--- config.mk ---
export PLATFORM = sky130hd
export DESIGN_NAME = lsac_csr
export DESIGN_NICKNAME = d
export VERILOG_FILES = /design/src/rtl/lsac_pkg.sv /design/src/rtl/lsac_csr.sv
export SDC_FILE = /design/constraint.sdc
export NUM_CORES = 1
export LEC_CHECK = 0
export ABC_AREA = 1
export BUFFER_PORTS_ARGS = -buffer_cell sky130_fd_sc_hd__buf_2
export CAP_MARGIN = 0
export CORE_ASPECT_RATIO = 0.6
export CORE_MARGIN = 4
export CORE_UTILIZATION = 55
export CTS_BUF_LIST = sky130_fd_sc_hd__clkbuf_2 sky130_fd_sc_hd__clkbuf_4 sky130_fd_sc_hd__clkbuf_8
export DETAILED_ROUTE_END_ITERATION = 6
export PLACE_DENSITY = 0.83
export REMOVE_ABC_BUFFERS = 1
export SLEW_MARGIN = 10
export SYNTH_ARGS = -nofsm -noshare
export SYNTH_HDL_FRONTEND = slang
export SYNTH_SLANG_ARGS = --single-unit
--- constraint.sdc ---
create_clock -name clock -period 2 [get_ports clock]
set_clock_uncertainty 0.2 [all_clocks]
set_input_delay 0.2 -clock clock [delete_from_list [all_inputs] [get_ports clock]]
set_output_delay 0.2 -clock clock [all_outputs]
set_load 0.02 [all_outputs]
--- src/rtl/lsac_pkg.sv ---
// Shared constants, codes and types for the logistic score accuracy counter.
// Used by lsac_csr, lsac_ctrl, lsac_dp and the top level; depends on nothing.
`timescale 1ns / 1ps

package lsac_pkg;

   localparam int FEATURE_WIDTH    = 16;
   localparam int COUNT_WIDTH      = 16;
   localparam int WEIGHT_WIDTH     = 16;
   localparam int WEIGHTS_PER_WORD = 4;
   localparam int CSR_WIDTH        = 64;
   localparam int CSR_INDEX_W      = 2;
   localparam int FCOUNT_W         = 4;
   localparam int ACC_WIDTH        = 40;
   localparam int MAX_FEATURES     = 12;
   localparam int POS_W            = 4;
   localparam int SCORE_W          = 24;

   localparam logic [FCOUNT_W-1:0] FEATURE_COUNT_RESET = FCOUNT_W'(9);

   // Stream payload widths, rounded up to whole bytes
   localparam int REQ_DATA_W   = ((FEATURE_WIDTH + 7) / 8) * 8;
   localparam int RSP_FIELDS_W = SCORE_W + 1 + 2 * COUNT_WIDTH;
   localparam int RSP_DATA_W   = ((RSP_FIELDS_W + 7) / 8) * 8;

   typedef enum logic [CSR_INDEX_W-1:0] {
      CSR_WEIGHT_LOW    = 2'd0,
      CSR_WEIGHT_MID    = 2'd1,
      CSR_WEIGHT_HIGH   = 2'd2,
      CSR_FEATURE_COUNT = 2'd3
   } csr_index_type;

   typedef struct packed {
      logic [CSR_WIDTH-1:0] weight_low;
      logic [CSR_WIDTH-1:0] weight_mid;
      logic [CSR_WIDTH-1:0] weight_high;
      logic [FCOUNT_W-1:0]  feature_count;
   } cfg_type;

   typedef struct packed {
      logic load;
      logic mac;
      logic sat;
      logic square;
      logic cube;
      logic linear;
      logic cterm;
      logic score;
      logic emit;
   } cmd_type;

   typedef struct packed {
      logic row_last;
      logic out_free;
   } status_type;

endpackage

--- src/rtl/lsac_csr.sv ---
// Configuration register bank: three packed weight words and the feature count.
// Depends on lsac_pkg.
`timescale 1ns / 1ps

module lsac_csr (
   input  logic                            clock,
   input  logic                            reset,
   input  logic                            csr_we,
   input  logic [lsac_pkg::CSR_INDEX_W-1:0] csr_index,
   input  logic [lsac_pkg::CSR_WIDTH-1:0]   csr_wdata,
   output lsac_pkg::cfg_type                cfg
);

   lsac_pkg::cfg_type cfg_ff;
   lsac_pkg::cfg_type cfg_in;

   always_comb begin
      cfg_in = cfg_ff;
      if (csr_we) begin
         unique case (lsac_pkg::csr_index_type'(csr_index))
            lsac_pkg::CSR_WEIGHT_LOW:    cfg_in.weight_low  = csr_wdata;
            lsac_pkg::CSR_WEIGHT_MID:    cfg_in.weight_mid  = csr_wdata;
            lsac_pkg::CSR_WEIGHT_HIGH:   cfg_in.weight_high = csr_wdata;
            lsac_pkg::CSR_FEATURE_COUNT:
               cfg_in.feature_count = csr_wdata[lsac_pkg::FCOUNT_W-1:0];
         endcase
      end
   end

   always_ff @(posedge clock) begin
      if (reset) begin
         cfg_ff.weight_low    <= '0;
         cfg_ff.weight_mid    <= '0;
         cfg_ff.weight_high   <= '0;
         cfg_ff.feature_count <= lsac_pkg::FEATURE_COUNT_RESET;
      end else begin
         cfg_ff <= cfg_in;
      end
   end

   assign cfg = cfg_ff;

endmodule

=== After elaboration in Yosys (flattened, before gate mapping) ===
Cells that the tools add are included.

* $add $sub $neg: 0
* $mul: 0
* Divide/modulo/power cells: 0
* Magnitude comparators: 0
* Equality and inequality tests: 3
* Shifts and indexed selects: 0
* Mux-type cells: 0
* Bitwise gates (word level): 0
* Reduce and logical (&&, ||, !) cells: 5

{| class="wikitable"
|+ Operators with widths
! kind !! count
|-
| AND reduction 2 bit || 4
|-
| == test 2 bit (second input constant) || 2
|-
| == test 2 x 1 -> 1 bit (second input constant) || 1
|-
| logical NOT 2 bit || 1
|}

* Register bits: 196
* Bits in latches: 0
* RAM bits: 0
* ROM bits: 0
* Bits of input ports: 69
* Output and inout port bits: 196
* Word-level logic and storage cells: 12
* Memories: 0

=== Depth between registers and ports, before layout ===
* Depth in word-level cells: 2
* Gate-level depth with buffers: 7
* Gate-level depth less buffers: 5

=== Least setup slack after synthesis ===
Ideal clock, no wire load.

* Kind: input to register
* From: input reset
* To: register cfg_ff (netlist bit cfg[149])
* Library setup time: 0.064 ns
* Arrival time: 0.860 ns
* Required time: 1.736 ns
* Path slack: 0.876 ns
* Cell stages on the path: 5
* Path buffers: 2
* Path through: inv_2 buf_2 buf_1 nand2_1 nor2_1

{| class="wikitable"
|+ RTL lines
! element !! RTL line !! source
|-
| start, declared || lsac_csr.sv:7 || <nowiki>input logic reset,</nowiki>
|-
| end signal, assigned || lsac_csr.sv:37 || <nowiki>cfg_ff <= cfg_in;</nowiki>
|-
| end, declared || lsac_csr.sv:14 || <nowiki>lsac_pkg::cfg_type cfg_ff;</nowiki>
|}

=== Worst setup path after layout ===
* From: input csr_we
* To: register cfg_ff (netlist bit cfg[39])

* Cells in the longest elaborated chain, start to end: 1

{| class="wikitable"
|+ RTL lines
! element !! RTL line !! source
|-
| start, declared || lsac_csr.sv:8 || <nowiki>input logic csr_we,</nowiki>
|-
| AND reduction 2 bit (no line) || - ||
|}

Every way passes these cells.
A chain may end at the register's enable or synchronous reset.

==> flow_metrics.py <==
metrics = {
    "setup_path": {
        "worst_path_max_delay_cell": "dlygate4sd3_1",
        "crit_path_max_fanout": 39,
        "cp_cell_sequence": "dlygate4sd3_1 > buf_4 > nand3_4 > buf_12 > nand2_1 > nand2_1 > nor2_1",
        "critPathLaunchType": "input port",
        "crit_buf_inv": 3,
        "critPathTopFamily": "buffers and inverters",
        "required_ps": 2180,
        "critPathKind": "input port to flop",
        "cp_data_arrival_time_ps": 1810,
        "critPathCaptureType": "flop",
        "max_stage_delay_ps": 520,
        "cpMostUsedCell": "nand2_1",
    },
    "synthesis": {
        "synth_area_um2": 8160,
        "synth_warnings": 0,
        "synth_common_cells": "nand2_1, nor2_1, inv_1, dfxtp_1, nand3_1",
        "synth_top_area_share_pct": 48.1,
        "async_reset_ff_share_pct": 0,
        "synth.most_common_cell": "nand2_1",
        "synth-main-ff-cell": "dfxtp_1",
        "ys_types": 11,
        "netlist_instances": 1257,
        "synth_seq_area_share_pct": 48.1,
        "synth-seq-cells": 196,
        "synth_area_leaders": "dfxtp_1, nand2_1, nor2_1",
        "yosysTopAreaCell": "dfxtp_1",
        "synth_edf_count": 0,
        "avgSynthCellArea_um2": 6.49,
    },
    "route": {
        "drc_errors": 0,
        "drtAntennaViolNets": 0,
        "wl_mm": 22.0,
        "drt-initial-drc-count": 574,
        "num_vias": 8090,
        "vias_per_cell": 4.62,
        "firstDrtPassIters": 5,
        "wl_per_cell_um": 12.6,
    },
    "pwr": {
        "p_sw_share_pct": 30.6,
        "switchingPower_w": 0.00246,
        "combPwrFrac_pct": 17.3,
        "ir_drop_v": 0.000391,
        "p_per_area_nw_per_um2": 754,
        "p_leak_nw": 6.20,
        "p_clk_share_pct": 30.4,
        "p_int_w": 0.00559,
        "power_frac_seq_pct": 52.3,
    },
    "finish": {
        "largest_reg_flops": 196,
        "drive_gt1_share_pct": 20.1,
        "nets": 1611,
        "syn_to_final_growth_pct": 30.8,
        "diodes": 0,
        "finalNonFillerCells": 1752,
    },
    "run_status": {
        "status": "completed",
    },
    "clock_tree": {
        "cts_resized": 0,
        "insertion_delay_ps": 440,
        "hold_buffers": 66,
        "cts_setup_buffers": 0,
        "clock_path_buffers": 2,
        "cts-buffers-inserted": 17,
        "cts-root-buf": "clkbuf_8",
        "cts_sinks": 196,
        "cts_tree": "built",
        "ctsHtreeMaxLevel": 4,
        "clk_pin_slew_ps": 100,
    },
    "sta": {
        "finalSetupViolCount": 0,
        "slew_headroom_pct": 62.2,
        "worstMarginPinSlew_ps": 567,
        "period_needed_ps": 1630,
        "fin_crit_sh_pct": 81.3,
        "holdWs_ps": 119,
        "finalHoldViolCount": 0,
        "fmax_mhz": 615,
        "finalMaxSlewViolations": 0,
        "rsz0062_at_grt": "no",
    },
    "floorplanning": {
        "core_area_um2": 14500,
        "ios": 265,
        "die_area_um2": 16900,
        "start_util_pct": 56.3,
        "chipWidth_um": 165,
        "rows": 34,
        "die_y_um": 102,
    },
    "placed_design": {
        "portBuffers": 264,
        "dpl.hpwl_mm": 14.7,
        "gp_congestion": 0.801,
        "dp.cells": 1655,
    },
    "global_routing": {
        "globalRouteTotalUtil_pct": 25.3,
        "grt_antenna_before_repair": 0,
        "grt_pass1_wl_mm": 34.8,
        "overflow": 0,
        "grt_max_degree": 129,
        "grt_pass1_vias": 7360,
    },
    "hold_path": {
        "hp-class": "input port to flop",
    },
    "run": {
        "drv_cap": 0,
    },
}
-- layout by cell type, fill, tap and decap left out, types with 4 or more instances in the layout --
master,synthesis,layout
nand2_1,328,328
nor2_1,325,324
buf_2,54,263
inv_1,197,197
dfxtp_1,196,196
nand3_1,69,67
dlygate4sd3_1,0,66
a21oi_1,64,64
clkbuf_8,0,19
buf_12,0,12
clkinv_4,0,6
inv_8,0,4
-- layout make-up --
type,count,area [um2]
clock inverter,12,114
sequential,196,3920
multi-input combinational,786,3150
clock buffer,19,262
inverter,198,748
tap,198,248
timing repair buffer,343,2230
fill,1162,3830
-- worst min-delay path: cells and delay by family --
family | cells | cell delay (ps)
simple gates | 3 | 370
buf+inv | 1 | 140
-- stage by stage --
stage | util [%] | TNS, ps | cell area [um2] | setup WS (ps) | power (W)
6_report | 73.6 | 0 | 10700 | 374 | 0.00805
5_1_grt | 73.6 | 0 | 10700 | 293 | 0.00843
4_1_cts | 73.6 | 0 | 10700 | 390 | 0.00810
3_5_place_dp | 66.5 | 0 | 9640 | 451 | 0.00558
3_3_place_gp | 66.5 | 0 | 9640 | 496 | 0.00555
2_1_floorplan | - | -329020 | 7780 | -2680 | 0.00509
-- power groups by stage --
stage | logic (W) | clock network, W | registers, W
finish | 0.00139 | 0.00245 | 0.00421
global route | 0.00155 | 0.00265 | 0.00423
CTS | 0.00139 | 0.00250 | 0.00421
detailed placement | 0.00129 | 0 | 0.00430
global placement | 0.00126 | 0 | 0.00429
floorplan | 0.000542 | 0 | 0.00454
-- layer usage --
| metal | up-vias | wire length (um) | GRT usage [%] |
|---|---|---|---|
| met2 | 261 | 10100 | 42.7 |
| li1 | 4233 | - | - |
| met5 | - | 0 | 0 |
| met3 | 26 | 2200 | 9.43 |
| met4 | 0 | 367 | 6.77 |
| met1 | 3570 | 9370 | 30.7 |
-- cell families (layout without fill, tap and decap cells) --
group,count (synthesis),in the layout,share of synthesized area (%)
flops,196,196,48.1
buf+inv,275,572,13.7
simple gates,722,722,34.3
compound gates,64,64,3.92
-- path summary, 6_finish.rpt --
path	start	end	slack, ps	depth (start not counted)
max	csr_we	cfg[39]$_SDFFE_PP0P_	370	7
min reg2reg	cfg[3]$_SDFFE_PP1P_	cfg[3]$_SDFFE_PP1P_	280	2
min	csr_index[1]	cfg[3]$_SDFFE_PP1P_	120	4
max reg2reg	cfg[34]$_SDFFE_PP0P_	cfg[34]$_SDFFE_PP0P_	1130	4
Note: power is estimated with default switching activity, not from simulation.
