[src/rtl/lsac_pkg.sv]
// Shared constants, codes and types for the logistic score accuracy counter.
// Used by lsac_csr, lsac_ctrl, lsac_dp and the top level; depends on nothing.
`timescale 1ns / 1ps

package lsac_pkg;

   localparam int FEATURE_WIDTH    = 16;
   localparam int COUNT_WIDTH      = 16;
   localparam int WEIGHT_WIDTH     = 16;
   localparam int WEIGHTS_PER_WORD = 4;
   localparam int CSR_WIDTH        = 64;
   localparam int CSR_INDEX_W      = 2;
   localparam int FCOUNT_W         = 4;
   localparam int ACC_WIDTH        = 40;
   localparam int MAX_FEATURES     = 12;
   localparam int POS_W            = 4;
   localparam int SCORE_W          = 24;

   localparam logic [FCOUNT_W-1:0] FEATURE_COUNT_RESET = FCOUNT_W'(9);

   // Stream payload widths, rounded up to whole bytes
   localparam int REQ_DATA_W   = ((FEATURE_WIDTH + 7) / 8) * 8;
   localparam int RSP_FIELDS_W = SCORE_W + 1 + 2 * COUNT_WIDTH;
   localparam int RSP_DATA_W   = ((RSP_FIELDS_W + 7) / 8) * 8;

   typedef enum logic [CSR_INDEX_W-1:0] {
      CSR_WEIGHT_LOW    = 2'd0,
      CSR_WEIGHT_MID    = 2'd1,
      CSR_WEIGHT_HIGH   = 2'd2,
      CSR_FEATURE_COUNT = 2'd3
   } csr_index_type;

   typedef struct packed {
      logic [CSR_WIDTH-1:0] weight_low;
      logic [CSR_WIDTH-1:0] weight_mid;
      logic [CSR_WIDTH-1:0] weight_high;
      logic [FCOUNT_W-1:0]  feature_count;
   } cfg_type;

   typedef struct packed {
      logic load;
      logic mac;
      logic sat;
      logic square;
      logic cube;
      logic linear;
      logic cterm;
      logic score;
      logic emit;
   } cmd_type;

   typedef struct packed {
      logic row_last;
      logic out_free;
   } status_type;

endpackage

[src/rtl/lsac_ctrl.sv]
// Sequencer for the score counter: one multiply-accumulate per item, then the
// sigmoid steps at row end. Depends on lsac_pkg.
`timescale 1ns / 1ps

module lsac_ctrl (
   input  logic                 clock,
   input  logic                 reset,
   input  logic                 req_tvalid,
   output logic                 req_tready,
   input  lsac_pkg::status_type status,
   output lsac_pkg::cmd_type    cmd
);

   typedef enum logic [8:0] {
      S_IDLE  = 9'b000000001,
      S_MAC   = 9'b000000010,
      S_SAT   = 9'b000000100,
      S_SQ    = 9'b000001000,
      S_CUBE  = 9'b000010000,
      S_LIN   = 9'b000100000,
      S_CTERM = 9'b001000000,
      S_SCORE = 9'b010000000,
      S_OUT   = 9'b100000000
   } state_type;

   state_type state_ff;
   state_type state_in;

   always_comb begin
      unique case (state_ff)
         S_IDLE:  state_in = (req_tvalid) ? S_MAC : S_IDLE;
         S_MAC:   state_in = (status.row_last) ? S_SAT : S_IDLE;
         S_SAT:   state_in = S_SQ;
         S_SQ:    state_in = S_CUBE;
         S_CUBE:  state_in = S_LIN;
         S_LIN:   state_in = S_CTERM;
         S_CTERM: state_in = S_SCORE;
         S_SCORE: state_in = S_OUT;
         S_OUT:   state_in = (status.out_free) ? S_IDLE : S_OUT;
         default: state_in = S_IDLE;
      endcase
   end

   always_ff @(posedge clock) begin
      if (reset) begin
         state_ff <= S_IDLE;
      end else begin
         state_ff <= state_in;
      end
   end

   assign req_tready = (state_ff == S_IDLE);

   always_comb begin
      cmd.load   = req_tvalid && (state_ff == S_IDLE);
      cmd.mac    = (state_ff == S_MAC);
      cmd.sat    = (state_ff == S_SAT);
      cmd.square = (state_ff == S_SQ);
      cmd.cube   = (state_ff == S_CUBE);
      cmd.linear = (state_ff == S_LIN);
      cmd.cterm  = (state_ff == S_CTERM);
      cmd.score  = (state_ff == S_SCORE);
      cmd.emit   = (state_ff == S_OUT) && status.out_free;
   end

endmodule

[config.mk]
export PLATFORM = sky130hd
export DESIGN_NAME = lsac_ctrl
export DESIGN_NICKNAME = d
export VERILOG_FILES = /design/src/rtl/lsac_pkg.sv /design/src/rtl/lsac_ctrl.sv
export SDC_FILE = /design/constraint.sdc
export NUM_CORES = 1
export LEC_CHECK = 0
export BUFFER_PORTS_ARGS = -buffer_cell sky130_fd_sc_hd__buf_4
export CORE_AREA = 10 10 47 49
export CTS_CLUSTER_SIZE = 10
export DETAILED_ROUTE_END_ITERATION = 8
export DIE_AREA = 0 0 57 59
export HOLD_SLACK_MARGIN = 0.08
export PLACE_DENSITY_LB_ADDON = 0.15
export SYNTH_ARGS = -nofsm -noshare
export SYNTH_HDL_FRONTEND = slang
export SYNTH_SLANG_ARGS = --single-unit
[constraint.sdc]
create_clock -name clock -period 3.2 [get_ports clock]
set_input_delay 0.32 -clock clock [delete_from_list [all_inputs] [get_ports clock]]
set_output_delay 0.32 -clock clock [all_outputs]
set_load 0.01 [all_outputs]
Word-level counts from Yosys, hierarchy flattened
Index checks and enable logic that the tools add are counted.
{"block": "totals", "reg_bits": 9, "out_inout_bits": 10, "wordCells": 16}
{"block": "classes", "eq_ne": 9, "n_mux": 4, "n_reduce_logical": 2}
{"cell": "$pmux 9 s9", "n": 1}
{"cell": "$eq 9x1->1 const B", "n": 1}
{"cell": "$eq 9x2->1 const B", "n": 1}
{"cell": "$eq 9x3->1 const B", "n": 1}
{"cell": "$eq 9x4->1 const B", "n": 1}
{"cell": "$eq 9x5->1 const B", "n": 1}
{"cell": "$eq 9x6->1 const B", "n": 1}
{"cell": "$eq 9x7->1 const B", "n": 1}
{"cell": "$eq 9x8->1 const B", "n": 1}
{"cell": "$eq 9x9->1 const B", "n": 1}
{"cell": "$mux 9", "n": 1}
{"cell": "$mux 3", "n": 1}
{"cell": "$logic_and 1x1->1", "n": 2}
{"cell": "$mux 2", "n": 1}

Depth between registers and ports, before layout
Gate-level depths: netlist of the first run.
{"block": "logic_depth", "depth_word": 2, "depth_mapped": 6, "ltp_nobuf": 5}

Worst setup path before layout of the first run
OpenSTA, ideal clock, no wires.
{"block": "synth_timing", "kind": "reg-to-output", "start": "reg state_ff[0]", "end": "out cmd[1] (netlist bit)", "arrival_time_ns": 1.313, "t_required_ns": 2.880, "setup_slack_ns": 1.567, "path_stages_with_launch": 5, "path_buffers": 1, "cell_sequence": "dfxtp_1 clkbuf_2 nor4_4 nand2_2 nor4b_1"}
{"item": "start: declaration", "line_no": "lsac_ctrl.sv:26", "rtl": "state_type state_ff;"}
{"item": "start signal: assignment", "line_no": "lsac_ctrl.sv:48", "rtl": "state_ff <= state_in;"}
{"item": "end: declaration", "line_no": "lsac_ctrl.sv:11", "rtl": "output lsac_pkg::cmd_type cmd"}

==> results.yml, run 1 <==
logic_synthesis:
  netlist_area_um2: 629
  async_flop_share_pct: 0
  synth_largest_area_cell: "dfxtp_1"
  ys_ff_latch: 9
  ys_types: 34
  synth_top_area_share_pct: 28.6
  netlist_instances: 67
  synth_seq_area_share_pct: 28.6
  dominantRegCellSynth: "dfxtp_1"
  avgSynthCellArea_um2: 9.39
  syn_nets: 72
  synth_edf_count: 0
  synth_warnings: 0
  synth.top_cells.by_count: "dfxtp_1 (9), nor2_1 (7), nand2b_1 (4), nor2b_1 (4), nor3_1 (4)"
  synthTopCellsByArea: "dfxtp_1 (29%), nor4_4 (6.8%), buf_6 (5.4%)"
  yosysMostFrequentCell: "dfxtp_1"
sta:
  fin_skew_ns: 0.00127
  finalHoldViolations: 0
  tns_ns: 0
  grt_setup_unrepaired: "no"
  fin_ws_ns: 1.25
  min_period_ns: 1.95
  setup_viol: 0
  fin_crit_sh_pct: 61.0
  slew_violations: 0
  slew-limit-headroom_pct: 67.9
  worst_slew_pin_slew_ns: 0.481
  max_freq_ghz: 0.513
floorplan:
  start_util_pct: 44.9
  die_h_um: 59
  ios: 15
  die_x_um: 57
  row_count: 14
  dieArea_um2: 3360
  coreArea_um2: 1400
cts:
  cts_tree: "yes"
  clkLatencyLatePin_ns: 0.26
  clock-sinks: 9
  cts_hold_buf: 0
  postCtsResizedCells: 0
  clockRootBuffer: "clkbuf_4"
  numCtsBuffers: 3
  clk_path_buf_depth: 2
  post_cts_buffers: 0
  clk_pin_slew_worst_paths_ns: 0.06
  cts_max_level: 1
finish:
  regArea_um2: 180
  finish.net_count: 86
  nFillCells: 152
  drive_above_1_share_pct: 36.3
  multi_input_area_um2: 405
  diodes: 0
  syn_to_final_growth_pct: 17.1
  reg_top3: "state_ff (9)"
  regMostFlops: "state_ff"
  largest_reg_flops: 9
worst_setup_path:
  crit_path_end_kind: "output pin"
  slowest_delay_ns: 0.40
  crit_arrival_ns: 1.63
  start_kind: "register"
  cp_slowest_cell: "dfxtp_1"
  r2r_slack_ns: 1.65
  rr_worst_depth: 5
  cp_max_fo: 8
  r2r_start: "state_ff[7]"
  crit_type: "register to output pin"
  crit_path_end: "cmd[1]"
  r2r_end: "state_ff[0]"
  cp.required_ns: 2.88
  path_cells: "nor4_4 -> nand2_2 -> nor4b_1 -> buf_4"
  setup.worst_path.start: "state_ff[3]"
grt:
  grt_pass1_wl_mm: 2.25
  grt_antenna_before_repair: 0
  grt_pass1_vias: 509
  grt_overflow: 0
  grt_max_degree: 10
  track_usage_pct: 8.41
flow_run:
  max_cap_viol_count: 0
route:
  dr_total_vias: 514
  routed_wl_mm: 1.28
  antenna_left: 0
  dr.pass1.iters: 2
  drc: 0
  avgRoutedWirePerCell_um: 13.3
  drt_iter0_drc: 4
  drt-vias-per-instance: 5.35
power_and_ir_drop:
  worst_ir_drop_vdd_mv: 0.196
  power.density_nw_per_um2: 343
  p_leak_nw: 0.277
run_status:
  outcome: "finished, final reports clean"
placement:
  port_buffers: 14
  dp_hpwl_mm: 1.01
  pre_cts_slack_ns: 1.53
  finalWeightedCongestion: 0.760
worst_hold_path:
  hold_class: "input pin to register"
## worst min-delay path by stage
stage | slack [ns] | startpoint | to | cells after the start
2_1_floorplan | 0.39 | reset | state_ff[3] | 1
3_3_place_gp | 0.54 | state_ff[4] | state_ff[5] | 2
3_5_place_dp | 0.55 | state_ff[4] | state_ff[5] | 2
4_1_cts | 0.30 | reset | state_ff[3] | 2
5_1_grt | 0.30 | reset | state_ff[7] | 2
6_report | 0.30 | reset | state_ff[3] | 2
## power by group
part	total, W	switching [W]	internal (W)
sequential	0.000122	0.00000743	0.000115
clock	0.0000891	0.0000410	0.0000481
combinational	0.0000416	0.0000191	0.0000224
total	0.000253	0.0000676	0.000185
## metrics by stage
| stage | utilization, % | hold WS (ns) | power [W] | std cells | instance area [um^2] |
|---|---|---|---|---|---|
| floorplan | - | 0.392 | 0.000152 | 67 | 629 |
| global placement | 50.7 | 0.543 | 0.000167 | 92 | 711 |
| detailed placement | 50.7 | 0.548 | 0.000167 | 92 | 711 |
| CTS | 52.6 | 0.297 | 0.000259 | 96 | 737 |
| global route | 52.6 | 0.299 | 0.000269 | 96 | 737 |
| finish | 52.6 | 0.300 | 0.000253 | 96 | 737 |
## logic make-up after synthesis
kind of cell / count (synthesis) / share of synthesized area, %
mux: 1 / 1.59
flops: 9 / 28.6
buf+inv: 5 / 6.96
simple gates: 43 / 51.9
xor+xnor: 1 / 1.39
compound gates: 8 / 9.54
## cell usage in the layout (no fill, tap or decap), types with 2 or more instances in the layout
cell type	Yosys	routed
nor2b_1	4	4
nor3_1	4	4
a211oi_1	2	2
nor3b_1	2	2
nor4_4	2	2
nand2_1	3	3
and3b_1	2	2
buf_4	0	14
nor4_1	2	2
o21ai_0	2	2
nor2_1	7	7
dfxtp_1	9	9
nand2b_1	4	4
clkbuf_4	0	3
## layer usage
layer  up-vias  GRT usage, %  share of wire (%)  wire length, um
met4         0          5.03               0.70                9
met2         7          12.9                 46              591
li1        263             -                  -                -
met5         -             0                  0                0
met3         2          3.22                4.2               54
met1       242          9.70                 49              625
## worst max-delay path: cells and delay by family (launching register included)
kind | cells | cell delay, ns
buffers and inverters | 1 | 0.18
flip-flops | 1 | 0.40
AND/OR/NAND/NOR | 3 | 0.80
## area by class of cell
type | count | share of cell area, %
well taps | 16 | 2.72
multi-input cells | 53 | 55.0
flip-flops and latches | 9 | 24.4
clock buffers | 4 | 3.57
repair buffers | 14 | 14.3
No activity file was read; power rests on OpenSTA's default activity.
==> inputs of run 2 (changes only) <==
clock period = 1.8 ns   (was 3.2 ns; I/O delays follow)
==> results.yml, run 2 (synthesis results as in run 1) <==
grt:
  grt_antenna_before_repair: 0
  grt_overflow: 0
  track_usage_pct: 7.72
  grt_pass1_wl_mm: 2.10
  grt_pass1_vias: 481
  grt_max_degree: 10
route:
  dr.pass1.iters: 4
  drc: 0
  antenna_left: 0
  routed_wl_mm: 1.30
  avgRoutedWirePerCell_um: 13.1
  drt_iter0_drc: 4
  drt-vias-per-instance: 5.27
  dr_total_vias: 522
cts:
  clock-sinks: 9
  clkLatencyLatePin_ns: 0.26
  clk_path_buf_depth: 2
  cts_hold_buf: 0
  numCtsBuffers: 3
  clk_pin_slew_worst_paths_ns: 0.07
  cts_max_level: 1
  clockRootBuffer: "clkbuf_4"
  cts_tree: "yes"
finish:
  layout_common_cells: "buf_4 (17), nor2_1 (7)"
  regMostFlops: "state_ff"
  nFillCells: 133
  fin_area_um2: 785
  diodes: 0
  largest_reg_flops: 9
  finish.net_count: 89
  syn_to_final_growth_pct: 24.7
  reg_top3: "state_ff (9)"
  final_common_cell: "buf_4"
  final_cells: 99
  fin_util_pct: 56.0
  drive_above_1_share_pct: 48.2
worst_setup_path:
  crit_arrival_ns: 1.56
  slowest_delay_ns: 0.38
  crit_type: "register to output pin"
  crit_path_end_kind: "output pin"
  cp.required_ns: 1.62
  cp_slowest_cell: "dfxtp_4"
  setup.worst_path.start: "state_ff[6]"
  r2r_start: "state_ff[7]"
  path_cells: "nor3_4 -> and3b_2 -> and2b_4 -> and3_4 -> buf_4"
  start_kind: "register"
  cp_max_fo: 8
sta:
  max_freq_ghz: 0.575
  min_period_ns: 1.74
  fin_crit_sh_pct: 96.6
  grt_setup_unrepaired: "yes"
  finalHoldViolations: 0
  slew-limit-headroom_pct: 78.4
  setup_viol: 0
  worst_slew_pin_slew_ns: 0.322
  slew_violations: 0
  fin_skew_ns: 0.00615
  whs_ns: 0.148
placement:
  port_buffers: 14
  place_area_um2: 711
  dp_hpwl_um: 971
  finalWeightedCongestion: 0.748
  dp_cells: 92
floorplan:
  dieArea_um2: 3360
  ios: 15
  row_count: 14
  die_x_um: 57
  die_h_um: 59
  start_util_pct: 44.9
  coreArea_um2: 1400
flow_run:
  max_cap_viol_count: 0
worst_hold_path:
  hold_class: "input pin to register"
  hp-start: "reset"
power_and_ir_drop:
  worst_ir_drop_vdd_mv: 0.312
  total_power_w: 0.000448
  p_leak_nw: 0.298
  power.density_nw_per_um2: 571
run_status:
  outcome: "finished, final reports clean"
run 2: where the power goes:
group / switching, W / leakage, nW / internal (W)
Sequential: 0.0000133 / 0.0763 / 0.000200
Clock: 0.0000737 / 0.0150 / 0.0000855
Combinational: 0.0000353 / 0.206 / 0.0000399
Total: 0.000122 / 0.298 / 0.000326
run 2: timing repair:
item | 4_1_cts | 5_1_grt
gates resized for setup | 4 | 8
pin swaps | 0 | 6
setup buffers | 0 | 3
gates cloned | 0 | 0
endpoints found under the setup margin | 2 | 2
run 2: worst max-delay path, delay by kind of cell (launching register included):
kind / cells / cell delay (ns)
buf+inv: 1 / 0.11
flops: 1 / 0.38
simple gates: 4 / 0.80
run 2: path summary, 6_finish.rpt:
path                            depth (start not counted)  slack, ns     endpoint
worst max-delay path                                    5       0.06       cmd[8]
worst max register to register                          6       0.38  state_ff[0]
worst min-delay path                                    2       0.15  state_ff[7]
worst min register to register                          1       0.52  state_ff[8]
run 2: stage by stage:
stage,TNS (ns),setup slack (ns)
after floorplan,0,0.307
after detailed placement,0,0.262
final,0,0.0615
after global routing,-0.0383,-0.0159
after global placement,0,0.269
after CTS,0,0.0278
run 2: metal layers:
layer	share of wire (%)	routed length, um	GRT usage [%]
met1	46	593	8.98
met2	49	637	11.6
met3	3.4	44	2.79
met4	1.9	25	5.03
met5	0	0	0
run 2: cell type report:
class | count | area [um^2] | area share (%)
Timing Repair Buffer | 17 | 128 | 16.3
Sequential cell | 9 | 198 | 25.2
Tap cell | 16 | 20.0 | 2.55
Clock buffer | 4 | 26.3 | 3.35
Multi-Input combinational cell | 53 | 413 | 52.6
==> inputs of run 3 (changes only) <==
CORE_AREA = not set   (was 10 10 47 49)
CORE_MARGIN = 10   (was not set)
CORE_UTILIZATION = 45   (was not set)
DIE_AREA = not set   (was 0 0 57 59)
GPL_TIMING_DRIVEN = 0   (was not set)
clock period = 1.42 ns   (was 1.8 ns; I/O delays follow)
==> results.yml, run 3 (synthesis results as in run 1) <==
route:
  dr.pass1.iters: 4
  drt_iter0_drc: 3
  drt-vias-per-instance: 5.56
  antenna_left: 0
  dr_total_vias: 595
  routed_wl_mm: 1.80
  drc: 0
  avgRoutedWirePerCell_um: 16.8
finish:
  final_common_cell: "buf_4"
  nFillCells: 97
  drive_above_1_share_pct: 64.1
  final_cells: 107
  regMostFlops: "state_ff"
  syn_to_final_growth_pct: 53.1
  reg_top3: "state_ff (9)"
  diodes: 0
  finish.net_count: 98
  largest_reg_flops: 9
  regArea_um2: 198
  layout_common_cells: "buf_4 (19), nor2_1 (5), dfxtp_2 (5)"
  multi_input_area_um2: 493
worst_setup_path:
  cp_slowest_cell: "dfxtp_2"
  cp_top_family: "simple AND/OR/NAND/NOR gates"
  path_cells: "nor3_4 -> and3b_2 -> and2b_4 -> and3_4 -> buf_6"
  crit_arrival_ns: 1.51
  crit_buf_inv: 1
  crit_path_end_kind: "output pin"
  slowest_delay_ns: 0.34
  start_kind: "register"
  crit_type: "register to output pin"
  cp.required_ns: 1.28
  cp_max_fo: 3
sta:
  worst_slew_pin_slew_ns: 0.309
  fin_crit_sh_pct: 116
  grt_setup_unrepaired: "yes"
  tns_ns: -1.72
  slew_violations: 0
  max_freq_ghz: 0.606
  fin_skew_ns: 0.00231
  finalHoldViolations: 0
  setup_viol: 11
  min_period_ns: 1.65
  slew-limit-headroom_pct: 79.2
  fin_ws_ns: -0.231
placement:
  dp_hpwl_mm: 1.05
  finalWeightedCongestion: 0.722
  dp_cells: 96
  port_buffers: 14
floorplan:
  row_count: 13
  die_x_um: 57.4
  die_h_um: 57.4
  dieArea_um2: 3290
  start_util_pct: 47.8
  coreArea_um2: 1320
  ios: 15
power_and_ir_drop:
  total_power_w: 0.000608
  p_leak_nw: 0.361
  worst_ir_drop_vdd_mv: 0.504
  power.density_nw_per_um2: 631
run_status:
  violations: "negative setup slack"
  outcome: "finished, violations left"
worst_hold_path:
  hold_class: "input pin to register"
flow_run:
  max_cap_viol_count: 0
cts:
  clk_path_buf_depth: 2
  numCtsBuffers: 3
  cts_max_level: 1
  clockRootBuffer: "clkbuf_4"
  clk_pin_slew_worst_paths_ns: 0.07
  clkLatencyLatePin_ns: 0.26
  clock-sinks: 9
  cts_tree: "yes"
grt:
  track_usage_pct: 10.5
  grt_pass1_wl_mm: 2.78
  grt_overflow: 0
  grt_max_degree: 10
  grt_antenna_before_repair: 0
  grt_pass1_vias: 622
-- run 3: cell count changes in the layout (fill, tap and decap cells not counted), moves of 2 or more --
| cell | change |
|---|---|
| buf_4 | +2 |
| nand2b_4 | +2 |
| nor2_1 | -2 |
| nand2b_1 | -2 |
| nor2_4 | +3 |
| dfxtp_1 | -2 |
| dfxtp_2 | +3 |
| buf_6 | +4 |
-- run 3: final timing paths --
check / from / endpoint / slack, ns / cells past startpoint
setup / recovery: state_ff[6] / cmd[8] / -0.23 / 5
hold / removal: reset / state_ff[7] / 0.11 / 2
setup reg to reg: state_ff[5] / state_ff[0] / -0.07 / 5
hold reg to reg: state_ff[4] / state_ff[5] / 0.55 / 2
-- run 3: worst reg2reg max path, stage by stage (launching register included) --
cell,delay [ns]
dfxtp_2,0.37
nand2b_4,0.18
a211oi_2,0.25
o21ai_1,0.12
a2111oi_2,0.36
o21ai_1,0.09
-- run 3: metrics by stage --
| stage | hold slack, ns | cell area [um^2] | setup slack [ns] | util (%) |
|---|---|---|---|---|
| floorplan | 0.214 | 636 | 0.0142 | - |
| global placement | 0.395 | 759 | -0.0507 | 57.6 |
| finish | 0.114 | 963 | -0.231 | 73.1 |
| global route | 0.119 | 963 | -0.292 | 73.1 |
| detailed placement | 0.393 | 759 | -0.0762 | 57.6 |
| CTS | 0.109 | 840 | -0.282 | 63.7 |
-- run 3: what timing repair did --
| action | CTS | global route |
|---|---|---|
| pin swaps | 5 | 9 |
| gates resized for setup | 8 | 25 |
| hold endpoints to repair | 0 | 0 |
| hold buffers | 0 | 0 |
| endpoints found under the setup margin | 12 | 13 |
| setup buffers | 5 | 6 |
-- run 3: final cells by class --
class / instances / share of cell area [%]
clock buffer: 4 / 2.73
buffer: 1 / 0.519
multi-input combinational: 53 / 51.2
tap: 15 / 1.95
timing repair buffer: 25 / 23.1
sequential: 9 / 20.5
-- run 3: layer usage --
metal / track usage (%) / wire length, um / vias up
met5: 0 / 0 / -
met4: 7.72 / 101 / 0
met3: 4.42 / 100 / 8
met2: 18.6 / 883 / 17
met1: 9.37 / 712 / 279
li1: - / - / 291
-- run 3: report_power, final --
part / total [W] / leakage [nW] / internal, W / switching [W]
registers: 0.000265 / 0.0772 / 0.000253 / 0.0000116
clock network: 0.000207 / 0.0150 / 0.000108 / 0.0000986
logic: 0.000136 / 0.269 / 0.0000718 / 0.0000643
total: 0.000608 / 0.361 / 0.000434 / 0.000175
